==> src/sv/heat_stencil_rk4_step_core_macros.svh <==
// ----------------------------------------------------------------------------
// heat stencil rk4 step assertion macros
// shared property forms for the checks at the end of the top level
// ----------------------------------------------------------------------------
`ifndef HEAT_STENCIL_RK4_STEP_CORE_MACROS_SVH
`define HEAT_STENCIL_RK4_STEP_CORE_MACROS_SVH

// same-cycle implication
`define HSRK4_ASSERT_IMP(name, ante, cons) \
  name: assert property (@(posedge clk) disable iff (rst) (ante) |-> (cons)) \
    else $error("hsrk4 check failed");

// next-cycle implication
`define HSRK4_ASSERT_NXT(name, ante, cons) \
  name: assert property (@(posedge clk) disable iff (rst) (ante) |=> (cons)) \
    else $error("hsrk4 check failed");

`endif

==> src/sv/hsrk4_pkg.sv <==
// ----------------------------------------------------------------------------
// hsrk4_pkg
// types, codes and arithmetic helpers of the rk4 heat stencil core
// ----------------------------------------------------------------------------
package hsrk4_pkg;

  localparam int MAX_ROWS  = 128;
  localparam int MAX_COLS  = 128;
  localparam int FRAC_BITS = 16;
  localparam int ROW_W     = 7;
  localparam int COL_W     = 7;
  localparam int ADDR_W    = ROW_W + COL_W;
  localparam int CELLS     = MAX_ROWS * MAX_COLS;
  localparam int DATA_W    = 32;
  localparam int SUM_W     = 40;
  localparam int CMD_W     = 2;
  localparam int REG_IDX_W = 2;
  localparam int CFG_W     = 16;

  localparam logic [CMD_W-1:0] CMD_WRITE   = 2'd0;
  localparam logic [CMD_W-1:0] CMD_ADVANCE = 2'd1;
  localparam logic [CMD_W-1:0] CMD_READ    = 2'd2;

  localparam logic [REG_IDX_W-1:0] REG_ROWS   = 2'd0;
  localparam logic [REG_IDX_W-1:0] REG_COLS   = 2'd1;
  localparam logic [REG_IDX_W-1:0] REG_GAIN_X = 2'd2;
  localparam logic [REG_IDX_W-1:0] REG_GAIN_Y = 2'd3;

  typedef logic signed [DATA_W-1:0] temp_t;
  typedef logic signed [SUM_W-1:0]  sum_t;

  typedef struct packed {
    logic  border;
    temp_t t_data;
    temp_t g_data;
  } tap_t;

  localparam sum_t T_MAX = 40'sh00_7FFF_FFFF;
  localparam sum_t T_MIN = 40'shFF_8000_0000;

  function automatic temp_t sat32(input sum_t x);
    temp_t r;
    if (x > T_MAX) begin
      r = 32'sh7FFF_FFFF;
    end else if (x < T_MIN) begin
      r = 32'sh8000_0000;
    end else begin
      r = x[DATA_W-1:0];
    end
    return r;
  endfunction

endpackage

==> src/sv/hsrk4_cell.sv <==
// ----------------------------------------------------------------------------
// hsrk4_cell
// one tap of the stencil window chain: holds a fetched neighbour and
// picks the border copy or the stage grid copy
// ----------------------------------------------------------------------------
module hsrk4_cell (
  input  logic              clk,
  input  logic              shift,
  input  hsrk4_pkg::tap_t   tap_i,
  output hsrk4_pkg::tap_t   tap_o,
  output hsrk4_pkg::temp_t  val
);
  import hsrk4_pkg::*;

  tap_t tap_q;

  always_ff @(posedge clk) begin
    if (shift) begin
      tap_q <= tap_i;
    end
  end

  assign tap_o = tap_q;
  assign val   = tap_q.border ? tap_q.t_data : tap_q.g_data;

endmodule
==> config.mk <==
export PLATFORM = sky130hd
export DESIGN_NAME = hsrk4_cell
export DESIGN_NICKNAME = d
export VERILOG_FILES = /design/src/sv/heat_stencil_rk4_step_core_macros.svh /design/src/sv/hsrk4_pkg.sv /design/src/sv/hsrk4_cell.sv
export SDC_FILE = /design/constraint.sdc
export NUM_CORES = 1
export LEC_CHECK = 0
export ABC_AREA = 1
export BUFFER_PORTS_ARGS = -buffer_cell sky130_fd_sc_hd__buf_2
export CAP_MARGIN = 40
export CORE_UTILIZATION = 39
export CTS_BUF_LIST = sky130_fd_sc_hd__clkbuf_2 sky130_fd_sc_hd__clkbuf_4 sky130_fd_sc_hd__clkbuf_8
export DETAILED_ROUTE_END_ITERATION = 8
export GPL_TIMING_DRIVEN = 1
export PLACE_DENSITY = 0.79
export SLEW_MARGIN = 20
export SYNTH_ARGS = -nofsm -noshare
export SYNTH_HDL_FRONTEND = slang
export SYNTH_SLANG_ARGS = --single-unit
==> constraint.sdc <==
create_clock -name clk -period 1.05 [get_ports clk]
set_input_delay 0.2625 -clock clk [delete_from_list [all_inputs] [get_ports clk]]
set_output_delay 0.2625 -clock clk [all_outputs]
set_load 0.03 [all_outputs]
## After elaboration in Yosys (flattened, before gate mapping)

Index checks and enable logic that the tools add are counted.

| word-level totals | value |
|---|---|
| input port bits | 67 |
| register bits after elaboration | 65 |
| logic and storage cells | 4 |
| output and inout port bits | 97 |

| operators by class | value |
|---|---|
| multiplexer cells | 1 |

Operator list:

| kind | number |
|---|---|
| 2-to-1 mux 32 bit | 1 |

## Depth between registers and ports, before layout

Gate-level depths: netlist (run 1).

| depth | value |
|---|---|
| word-level depth | 1 |
| mapped depth | 5 |
| gate-level depth less buffers | 3 |

## Worst setup path before layout (run 1)

OpenSTA, ideal clock, no wires.

| timing | value |
|---|---|
| path type | register -> output |
| from | reg tap_q, in the netlist tap_o[64] |
| to | out val[0] |
| path buffers | 2 |
| required time | 787 ps |
| cell stages (with the launch flop) | 6 |
| arrival time | 1168 ps |
| path slack | -380 ps |
| path through | edfxtp_1 -> buf_6 -> inv_8 -> buf_12 -> nand2_2 -> nand2_1 |

| on the way | value |
|---|---|
| cells in the longest elaborated chain, start to end | 1 |

Ends and longest elaborated chain:

| item | RTL line | source |
|---|---|---|
| start: declaration | hsrk4_cell.sv:15 | `tap_t tap_q;` |
| start signal: assignment | hsrk4_cell.sv:19 | `tap_q <= tap_i;` |
| 2-to-1 mux 32 bit | hsrk4_cell.sv:24 | `assign val = tap_q.border ? tap_q.t_data : tap_q.g_data;` |
| end: declaration | hsrk4_cell.sv:11 | `output hsrk4_pkg::temp_t val` |

Every way passes these cells.

## Final worst setup path (run 1)

| timing | value |
|---|---|
| from | reg tap_q, in the netlist tap_o[64] |
| to | out val[12] |

The elaborated chain is that of the path after synthesis.

==> run summary, run 1 <==
The run finished, with violations left. The final reports fail on negative setup slack. The netlist area before placement is 0.00244 mm^2.

The number of warnings issued by yosys came out at 0. By area the synthesized netlist is led by sky130_fd_sc_hd__edfxtp_1, sky130_fd_sc_hd__nand2_1, sky130_fd_sc_hd__nand2_2. STA classifies the critical path endpoint as a primary output.

Of the synthesized area, sequential elements account for 79.9%. The part of the cycle the worst path needs came out at 157%. The fraction of post-synthesis cell area in the top cell type by area is 79.9%. The total grt overflow is 0. The total setup violations reported at the end of the flow came out at 97.

On the critical path, the stage with the largest delay is an instance of sky130_fd_sc_hd__edfxtp_1. Averaged over all synthesized cells, the footprint is 14.5 um^2. The fill cell total of the finished layout is 373. After the last flow step, the layout net total stands at 418. The total nets after synthesis is 236. Row generation in the floorplan step produced 28 rows. The number of port buffers is 163. The deepest clock path buffer count came out at 2. The flip-flop and latch count after synthesis is 65. The cell at the root of the clock tree is sky130_fd_sc_hd__clkbuf_8. The post-route setup TNS is -27.12 ns. The clock transition time at the flip-flop clock pins of the worst setup and hold paths came out at 0.08 ns.

The mean routed wirelength per cell came out at 16.7 um. The power density over the cells came out at 1620 mW/mm^2. The maximum fanout along the worst path came out at 7. The count of boundary I/O pins is 164.

The layout overhead on the synthesized area came out at 90.5%. In this run, post-CTS hold repair placed 0 buffers. The sum of net half-perimeters after detailed placement came out at 4360 um. The H-tree depth reported by CTS is 3. The remaining antenna violation count came out at 0. The actual slew at the worst max-slew pin came out at 0.188 ns. The vertical die dimension is 81.2 um. The library cell with the largest summed area after synthesis is sky130_fd_sc_hd__edfxtp_1. The finished layout holds 431 standard cells, fillers aside. The fmax came out at 0.608 GHz.

STA classifies the critical path startpoint as a flip-flop. The overall routed net length is 7190 um. The area of all placed cells without fillers is 0.00466 mm^2. In the synthesized netlist, the number of instances is 169.

The worst-case IR drop observed on VDD is 1.23 mV. The number of flip-flops in the largest register came out at 65. Including well taps, the total number of placed cells is 405. The number of antenna violations at the first check in global routing is 0. The initial core utilization is 40.8%. The clock sink total came out at 65.

Walking the worst path, the cells encountered are buf_8 > buf_8 > nand2_2 > nand2_4 > buf_4. In this design, the largest share of critical-path delay is due to buffers and inverters. The sum of internal, switching and leakage power is 7.55 mW. The DRC violation count after routing is 0.

The via count of the first global-routing pass came out at 2091. The relative slew slack came out at 87.4%. The fraction of layout cells with a size suffix above 1 is 76.4%. The overall die area is 0.00659 mm^2. The setup slack at placement came out at -0.384 ns. The worst slack on hold paths came out at 0.102 ns.

The worst stage delay on the critical path is 0.42 ns. The count of cell types in the netlist is 7. In this design, the critical path's most frequently occurring cell is sky130_fd_sc_hd__buf_8. The first global-routing pass estimated 9720 um of wire. The number of antenna diodes in the final layout is 0. Global routing consumed, over all layers together, 21.0% of the routing resources. The critical path buffer and inverter count came out at 3.

The worst-case setup margin in the final layout is -0.594 ns. For the worst setup path, the data required time is 0.79 ns. The arrival time at the worst endpoint came out at 1.38 ns. The count of final max-slew check failures is 0. The critical path class is reg2out. The final core utilization came out at 77.7%. The CTS tree is done. In this run the static leakage power is 2.11 nW. The violation count after the first detailed-routing iteration is 47. The weighted congestion reported at the end of routability-driven placement came out at 0.800. Setup repair after global routing could not meet its margin everywhere. In the routed layout, each cell is associated on average with a via count of 4.71. The post-route minimum period came out at 1.64 ns. Across all layers, the routed design uses 2029 vias.

Counting the buffers created by CTS gives 9. Max-cap violations in this run came to 0. The pre-antenna-repair detailed-routing pass consisted of 4 iterations.

In this run the worst hold path is classified as in2reg. The count of final hold-check violations was 0. From left edge to right edge, the die measures 81.2 um. Entering global routing, the biggest net connects 35 pins. The total cell area at the placement stage is 0.00359 mm^2.

The area of the core region is 0.00599 mm^2.
## repair_timing
| item | in CTS | in global routing |
|---|---|---|
| setup endpoints to repair | 97 | 97 |
| pin swaps | 0 | 4 |
| buffers inserted | 3 | 4 |
| cloned | 2 | 1 |
| gates resized for setup | 213 | 38 |
## routing by layer
layer / wire (um) / vias up / global-route usage (%)
met5: 0 / - / 0
met4: 64 / 0 / 6.43
met3: 602 / 8 / 9.55
met2: 4200 / 97 / 40.9
met1: 2330 / 988 / 18.9
li1: - / 936 / -
## final timing paths
check         to      start  slack (ns)  depth (start not counted)
min    tap_o[17]  tap_i[17]        0.10                          1
max      val[12]  tap_o[64]       -0.59                          5
## report_power, final
part | switching, mW | internal [mW] | total [mW]
clock network | 0.934 | 1.07 | 2.01
logic | 1.29 | 0.970 | 2.26
registers | 0.188 | 3.10 | 3.28
## cell families (layout without fill, tap and decap cells)
| kind of cell | Yosys count | in the layout | synth area share, % |
|---|---|---|---|
| flip-flops | 65 | 65 | 79.9 |
| AND/OR/NAND/NOR | 96 | 96 | 15.8 |
| buffers and inverters | 8 | 195 | 4.35 |
## Yosys cell counts
master and number:
sky130_fd_sc_hd__buf_12 1, sky130_fd_sc_hd__buf_6 3, sky130_fd_sc_hd__clkbuf_8 3, sky130_fd_sc_hd__edfxtp_1 65, sky130_fd_sc_hd__inv_8 1, sky130_fd_sc_hd__nand2_1 86
sky130_fd_sc_hd__nand2_2 10
## final cells by class
class	count	area, um^2	share of cell area, %
clock buffers	9	124	2.66
clock inverters	7	61.3	1.32
inverters	1	20.0	0.430
multi-input cells	96	786	16.9
flip-flops and latches	65	1950	41.9
well taps	75	93.8	2.02
repair buffers	176	1590	34.2
repair inverters	2	27.5	0.591
## layout by cell type, fill, tap and decap left out, types with 2 or more instances in the layout
cell / netlist / routed
sky130_fd_sc_hd__edfxtp_1: 65 / 65
sky130_fd_sc_hd__nand2_2: 10 / 32
sky130_fd_sc_hd__buf_12: 1 / 4
sky130_fd_sc_hd__nand2_1: 86 / 18
sky130_fd_sc_hd__buf_4: 0 / 9
sky130_fd_sc_hd__buf_8: 0 / 2
sky130_fd_sc_hd__clkbuf_8: 3 / 9
sky130_fd_sc_hd__nand2_4: 0 / 46
sky130_fd_sc_hd__buf_2: 0 / 66
sky130_fd_sc_hd__buf_6: 3 / 94
sky130_fd_sc_hd__clkinv_2: 0 / 4
No activity file was read; power rests on OpenSTA's default activity.
==> run 2: changes to the inputs <==
ABC_AREA = not set   (was 1)
PLACE_DENSITY = 0.78   (was 0.79)
==> run summary, run 2 <==
The worst hold path depth came out at 1. TritonCTS built the clock tree. The first detailed-routing pass took 4 iterations. The via count of the first global-routing pass is 1749. The post-route minimum period is 1.78 ns. The count of cell types in the netlist came out at 5.

After layout, the design draws a total of 7.08 mW. Across the run, the number of max-cap violations was 0. The congestion estimate from routability-driven global placement came to 0.650. The cell count after synthesis is 101. The flip-flop and latch count after synthesis came out at 65. Setup repair after global routing could not meet its margin everywhere.

Dividing total power by cell area gives a power density of 1610 mW/mm^2. The tightest min-delay check is of the in2reg type. The CTS buffer count came out at 9. The total of hold buffers inserted after clock tree synthesis is 0. The initialized floorplan defines 28 standard-cell rows.

The worst setup path is launched from a flip-flop. Summed over its instances, the top area cell type makes up 78.2% of the synthesized netlist area. The final reports fail on negative setup slack. Sorting the synthesized cells by area gives the leading types as sky130_fd_sc_hd__edfxtp_1, sky130_fd_sc_hd__mux2_4, sky130_fd_sc_hd__buf_12.

The number of vias after detailed routing is 1755. The library cell used most frequently in the layout, excluding fill and tap cells, is sky130_fd_sc_hd__buf_6. The mean area per synthesized cell is 24.7 um^2. Measured along the y axis, the die boundary spans 82 um. The setup slack at placement is -0.352 ns. The per-cell via count in the routed design is 4.64.

The pin count of the biggest net entering global routing came out at 36. The commonest cells after synthesis are sky130_fd_sc_hd__edfxtp_1, sky130_fd_sc_hd__mux2_4, sky130_fd_sc_hd__buf_12, sky130_fd_sc_hd__mux2_2, sky130_fd_sc_hd__buf_6. The clock transition time at the flip-flop clock pins of the worst setup and hold paths is 0.07 ns. The area of all placed cells without fillers came out at 0.00440 mm^2. Measured against its own limit, the worst slew margin works out to 87.0%.

The count of final hold-check violations is 0. The library cell with the largest summed area after synthesis is sky130_fd_sc_hd__edfxtp_1. Setup violations remaining at the end of the flow were counted as 97.

The mean routed wirelength per cell is 17.8 um. In the post-synthesis netlist, the cell with the most instances is sky130_fd_sc_hd__edfxtp_1. The number of placed instances with taps included came out at 361. The number of antenna repair diodes came out at 0. The actual slew at the worst max-slew pin came out at 0.195 ns. The most used flip-flop cell after synthesis is sky130_fd_sc_hd__edfxtp_1. The count of final max-slew check failures came out at 0.

The number of port buffers came out at 163. The leakage power is 1.99 nW. Clock tree synthesis selected as its root buffer the cell sky130_fd_sc_hd__clkbuf_8. The combinational family with the most area after synthesis is multiplexers.

The chip width came out at 82 um. Summing the areas of all compound-gate instances in the mapped netlist gives 0% of the synthesized area. Summing the areas of all fa, ha and maj instances in the mapped netlist gives 0% of the synthesized area. The area of the core region came out at 0.00606 mm^2. The data required time at the worst endpoint came out at 0.79 ns. The H-tree depth reported by CTS is 3. Static timing analysis puts the maximum clock frequency at 0.560 GHz.

The worst-case setup margin in the final layout came out at -0.735 ns. The final core utilization came out at 72.7%. The remaining antenna violation count came out at 0. The endpoint type of the worst setup path is a primary output.

The non-filler instance count after layout came out at 378. The global-route wire length before repair came out at 8580 um. The overall die area is 0.00672 mm^2.

The clock sink total came out at 65. The path with the worst hold slack has its endpoint at tap_o[4]. The sequential share of the synthesized area came out at 78.2%. The arrival time at the worst endpoint came out at 1.52 ns. The total grt overflow came out at 0. In the layout the commonest cells are sky130_fd_sc_hd__buf_6, sky130_fd_sc_hd__buf_2, sky130_fd_sc_hd__edfxtp_1. Counting every net in the synthesized netlist gives 168. The simple logic cell fraction of the synthesized area came out at 0%. The count of boundary I/O pins came out at 164.

The count of nets after finishing came out at 367. The part of the cycle the worst path needs came out at 170%. The share of synthesized area spent on multiplexers is 18.9%.

For this configuration, the core starts out at a cell density of 41.2%. The cell area that synthesis handed to floorplanning was 0.00250 mm^2. The violation count after the first detailed-routing iteration is 48. The peak supply drop came out at 1.17 mV. Compared with the post-synthesis result, the final layout area differs by 76.4%.

The share of flip-flops with an asynchronous set or reset after synthesis is 0%. The number of antenna violations at the first check in global routing is 0. The register with the most flip-flops in the layout has 65 of them. The overall routed net length came out at 6720 um.

The worst setup path is of the reg2out kind. The DRC violation count after routing is 0. The XOR/XNOR share of the synthesized area came out at 0%.

The total cell area at the placement stage is 0.00357 mm^2. The run finished, with violations left. The deepest clock path buffer count came out at 2. The count of flip-flops with a built-in enable after synthesis is 65. Yosys printed 0 warnings. The fraction of layout cells with a size suffix above 1 came out at 77.9%.

The hold path startpoint is tap_i[4]. The maximum fanout along the worst path came out at 8. The global routing usage summed across all routing layers came out at 18.5%. The sum of net half-perimeters after detailed placement is 4420 um.
-- run 2: worst max path at each step --
stage / start / endpoint / slack, ns / cells past startpoint
after floorplan: tap_o[64] / val[0] / -0.42 / 3
after global placement: tap_o[64] / val[18] / -0.34 / 3
after detailed placement: tap_o[64] / val[29] / -0.35 / 3
after CTS: tap_o[64] / val[20] / -0.71 / 3
after global routing: tap_o[64] / val[15] / -0.77 / 4
final: tap_o[64] / val[28] / -0.73 / 4
-- run 2: cell families (layout without fill, tap and decap cells) --
logic type,after synthesis,in the layout
DFF,65,65
muxes,32,32
buffers and inverters,4,206
-- run 2: timing repair --
item,CTS,global route
hold endpoints to repair,0,0
buffers inserted,13,7
endpoints found under the setup margin,97,97
gates resized for setup,171,52
cloned,0,1
-- run 2: critical path: stages, from the launching register on --
cell	delay, ns
sky130_fd_sc_hd__edfxtp_1	0.40
sky130_fd_sc_hd__buf_4	0.17
sky130_fd_sc_hd__buf_6	0.15
sky130_fd_sc_hd__mux2_4	0.30
sky130_fd_sc_hd__buf_4	0.17
-- run 2: area by class of cell --
class                   instances  area [um^2]
clock buffers                   9          124
clock inverters                 5         25.0
fillers                       378         1660
multi-input cells              32          473
flip-flops and latches         65         1950
well taps                      75         93.8
repair buffers                192         1740
-- run 2: per-stage QoR --
| stage | setup TNS (ns) | hold WS, ns |
|---|---|---|
| 6_report | -32.31 | 0.101 |
| 5_1_grt | -36.22 | 0.0849 |
| 4_1_cts | -32.40 | 0.0852 |
| 3_5_place_dp | -10.63 | 0.441 |
| 3_3_place_gp | -10.27 | 0.439 |
| 2_1_floorplan | -13.40 | 0.361 |
-- run 2: routing by layer --
metal,part of all wire [%],track usage [%],vias up
met5,0,0,-
met4,2.3,9.65,0
met3,7.3,5.67,14
met2,56,35.2,107
met1,34,17.6,839
li1,-,-,795
-- run 2: report_power, final --
group          internal [mW]  leakage [nW]  switching [mW]
Combinational           1.05          1.28            1.09
Clock                  0.805        0.0758           0.894
Sequential              3.10         0.636           0.148
Total                   4.95          1.99            2.13
